[src/sv/kipc_pkg.sv]
// ----------------------------------------------------------------------------
// kipc_pkg: shared types and constants
// Types, constants and control structs used by the controller, the datapath,
// the top level and the testbench of the k-inversion permutation counter.
// ----------------------------------------------------------------------------
package kipc_pkg;

	localparam int IN_W = 10;
	localparam int DW   = 30;
	localparam logic [DW-1:0] MODULUS = 30'd1000000007;

	typedef enum logic [2:0] {
		ST_IDLE,
		ST_SETUP,
		ST_ROW,
		ST_DRAIN1,
		ST_DRAIN2,
		ST_FINAL,
		ST_WAIT
	} kipc_state_t;

	// Commands from the controller to the datapath.
	typedef struct packed {
		logic load;
		logic issue;
		logic col_inc;
		logic row_inc;
		logic flip;
		logic fin_issue;
	} kipc_cmd_t;

	// Status from the datapath to the controller.
	typedef struct packed {
		logic col_last;
		logic row_last;
		logic no_rows;
		logic fin_done;
	} kipc_stat_t;

endpackage

[src/sv/kipc_ctrl.sv]
// ----------------------------------------------------------------------------
// kipc_ctrl: sequencer
// Walks the rows and columns of the prefix-sum table, inserts the drain
// cycles between rows and launches the final difference.
// ----------------------------------------------------------------------------
module kipc_ctrl (
	input  logic                   clk,
	input  logic                   arst_n,
	input  logic                   start,
	output logic                   busy,
	input  kipc_pkg::kipc_stat_t   stat,
	output kipc_pkg::kipc_cmd_t    cmd
);
	import kipc_pkg::*;

	kipc_state_t state_q, state_d;

	always_ff @(posedge clk or negedge arst_n) begin
		if (!arst_n) begin
			state_q <= ST_IDLE;
		end else begin
			state_q <= state_d;
		end
	end

	always_comb begin
		state_d = state_q;
		unique case (state_q)
			ST_IDLE: begin
				if (start) state_d = ST_SETUP;
			end
			ST_SETUP: begin
				state_d = stat.no_rows ? ST_FINAL : ST_ROW;
			end
			ST_ROW: begin
				if (stat.col_last) state_d = ST_DRAIN1;
			end
			ST_DRAIN1: begin
				state_d = ST_DRAIN2;
			end
			ST_DRAIN2: begin
				state_d = stat.row_last ? ST_FINAL : ST_ROW;
			end
			ST_FINAL: begin
				state_d = ST_WAIT;
			end
			ST_WAIT: begin
				if (stat.fin_done) state_d = ST_IDLE;
			end
			default: begin
				state_d = ST_IDLE;
			end
		endcase
	end

	always_comb begin
		cmd  = '0;
		busy = 1'b1;
		unique case (state_q)
			ST_IDLE: begin
				busy     = 1'b0;
				cmd.load = start;
			end
			ST_SETUP: begin
			end
			ST_ROW: begin
				cmd.issue   = 1'b1;
				cmd.col_inc = 1'b1;
			end
			ST_DRAIN1: begin
			end
			ST_DRAIN2: begin
				// The last write of the row lands at this edge, so the banks swap here.
				cmd.flip    = 1'b1;
				cmd.row_inc = !stat.row_last;
			end
			ST_FINAL: begin
				cmd.fin_issue = 1'b1;
			end
			ST_WAIT: begin
			end
			default: begin
			end
		endcase
	end

endmodule

[config.mk]
export PLATFORM = sky130hd
export DESIGN_NAME = kipc_ctrl
export DESIGN_NICKNAME = d
export VERILOG_FILES = /design/src/sv/kipc_pkg.sv /design/src/sv/kipc_ctrl.sv
export SDC_FILE = /design/constraint.sdc
export NUM_CORES = 1
export LEC_CHECK = 0
export BUFFER_PORTS_ARGS = -buffer_cell sky130_fd_sc_hd__buf_4
export CORE_AREA = 3 3 40 42
export CTS_CLUSTER_DIAMETER = 40
export DETAILED_ROUTE_END_ITERATION = 10
export DIE_AREA = 0 0 43 45
export PLACE_DENSITY = 0.48
export SYNTH_ARGS = -nofsm -noshare
export SYNTH_HDL_FRONTEND = slang
export SYNTH_SLANG_ARGS = --single-unit
[constraint.sdc]
create_clock -name clk -period 1.29 [get_ports clk]
set_clock_uncertainty 0.05 [all_clocks]
set_input_delay 0.258 -clock clk [delete_from_list [all_inputs] [get_ports clk]]
set_output_delay 0.258 -clock clk [all_outputs]
set_load 0.1 [all_outputs]
==> results.py <==
metrics = {
    "outcome": {
        "status": "complete, but fails checks",
        "violations": "setup timing",
    },
    "grt": {
        "grt_pass1_wl_um": 1324,
        "grt_remaining_overflow": 0,
        "grt_pass1_vias": 332,
        "grt_max_degree": 10,
        "antenna_found_initial": 0,
        "grt_usage_pct": 9.425,
    },
    "worst_setup_path": {
        "cp-start-kind": "flop",
        "slowest_stage": "dfrtp_1",
        "cp_slowest_stage_delay_ns": 0.40,
        "cp-end-kind": "output pin",
        "reg2reg_depth": 5,
        "crit_arrival_ns": 1.32,
        "crit_chain": "or3_4, nor2_4, buf_12",
        "path_max_fanout": 3,
        "crit_required_ns": 0.98,
        "crit_type": "flop to output pin",
    },
    "finish": {
        "drive_above_1_share_pct": 67.80,
        "top_register": "state_q",
        "largestRegisters": "state_q: 3 flops",
        "nets": 67,
        "area_delta_synth_final_pct": 124.1,
        "diodes": 0,
        "postLayoutCellArea_sq_um": 639.4,
        "largest_reg_flops": 3,
    },
    "routing": {
        "drtIter0Drc": 8,
        "viasPerCell": 4.473,
        "routedWlPerCell_um": 11.93,
        "drc": 0,
        "dr.pass1.iters": 2,
        "vias": 331,
        "routed_wl_um": 883,
        "antenna_left": 0,
    },
    "synthesis": {
        "netlist_area_sq_um": 285.3,
        "synthArstFlopShare_pct": 100.0,
        "synth_ff_type": "dfrtp_1",
        "ys_warn_count": 0,
        "ys_ff_latch": 3,
        "syn_avg_cell_area_sq_um": 8.645,
        "synthTopCellsByArea": "dfrtp_1 26%, buf_6 7.9%, a2bb2oi_2 5.3%",
        "synth_common_cells": "3 x dfrtp_1, 3 x inv_1, 3 x nor2_1",
        "yosysUniqueCellTypes": 23,
        "synth-edff-count": 0,
        "synthesis.nets": 40,
        "seq_area_frac_synth_pct": 26.32,
        "syn_inst": 33,
        "netlist.top_cell.by_area": "dfrtp_1",
        "synth_top_area_share_pct": 26.32,
    },
    "clock_tree": {
        "clk_path_buf_depth": 2,
        "insertion_delay_ns": 0.23,
        "numClockSinks": 3,
        "clk_pin_slew_worst_paths_ns": 0.03,
        "cts_tree": "done",
        "cts_buffers": 3,
        "root_buffer": "clkbuf_4",
        "htreeDepth": 1,
    },
    "place": {
        "io_buffers": 13,
        "gp_congestion": 0.6993,
        "dpl.hpwl_um": 593.9,
        "place_area_sq_um": 440.4,
    },
    "floorplan": {
        "die_w_um": 43,
        "coreArea_sq_um": 1285,
        "die-area_sq_um": 1935,
        "start_util_pct": 22.20,
        "io_pins": 14,
        "num_rows": 13,
        "fp.dieH_um": 45,
    },
    "sta": {
        "max_slew_margin_pct": 81.56,
        "grt_setup_unrepaired": "true",
        "min_period_ns": 1.631,
        "fin_crit_sh_pct": 126.4,
        "max_freq_mhz": 613.2,
        "setup_ws_ns": -0.3407,
        "slew_violations": 0,
        "final-hold-violation-count": 0,
        "hold_slack_ns": 0.3050,
        "tightestPinTransition_ns": 0.2789,
        "finalSetupViolCount": 9,
    },
    "hold_path": {
        "hold_class": "input port to asynchronous set/reset pin",
    },
    "job": {
        "maxCapViolCount": 0,
    },
}
[metal layers]
layer	up-vias	wire length [um]	GRT usage [%]
met3	0	65	3.984
met1	155	340	10.41
met4	0	0	5.422
met2	10	477	15.27
li1	166	-	-
met5	-	0	0
[worst max-delay path, delay by kind of cell (launching register included)]
| kind | cells | cell delay (ns) |
|---|---|---|
| simple gates | 2 | 0.51 |
| flops | 1 | 0.40 |
| buf+inv | 1 | 0.18 |
[cell families after synthesis]
kind of cell	count (synthesis)	share of synthesized area (%)
buffers and inverters	7	16.23
AND/OR/NAND/NOR	11	23.69
AO/OA/AOI/OAI	11	30.27
multiplexers	1	3.509
flip-flops	3	26.32
[path summary, 6_finish.rpt]
| check | start | to | slack, ns |
|---|---|---|---|
| max in group asynchronous | arst_n | state_q[1] | 0.78 |
| min reg2reg | state_q[1] | state_q[2] | 0.65 |
| min in group clk | stat[0] | state_q[2] | 0.36 |
| max reg2reg | state_q[0] | state_q[1] | -0.24 |
| max | state_q[0] | cmd[5] | -0.34 |
| min | arst_n | state_q[0] | 0.30 |
[layout by cell type, fill, tap and decap left out, types with 2 or more instances in the layout]
cell       n
nor2b_4    2
a21oi_1    2
buf_12     5
nor2_4     2
clkbuf_4   3
o21ai_0    2
dfrtp_1    2
buf_4     13
buf_6      7
inv_1      3
[what timing repair did]
action / CTS / global route
setup buffers: 3 / 3
hold endpoints to repair: 3 / 0
pin swaps: 5 / 5
hold buffers: 1 / 0
gates resized for setup: 19 / 10
setup endpoints to repair: 8 / 9
[stage by stage]
stage	cells	worst slack [ns]	setup TNS (ns)	utilization (%)
3_5_place_dp	63	-0.2168	-0.9860	34.27
2_1_floorplan	33	-0.8838	-3.732	-
5_1_grt	74	-0.3718	-2.599	49.76
4_1_cts	71	-0.3501	-2.438	44.69
6_report	74	-0.3407	-2.327	49.76
3_3_place_gp	63	-0.1884	-0.9284	34.27
[area by class of cell]
class	count	area (sq um)
repair buffers	26	286.5
clock buffers	4	26.28
fillers	121	645.6
flip-flops and latches	3	76.32
inverters	3	11.26
well taps	15	18.77
multi-input cells	23	220.2
Power is not shown: default switching activity piles up to over one toggle a cycle in this logic, so the estimate is an artifact.
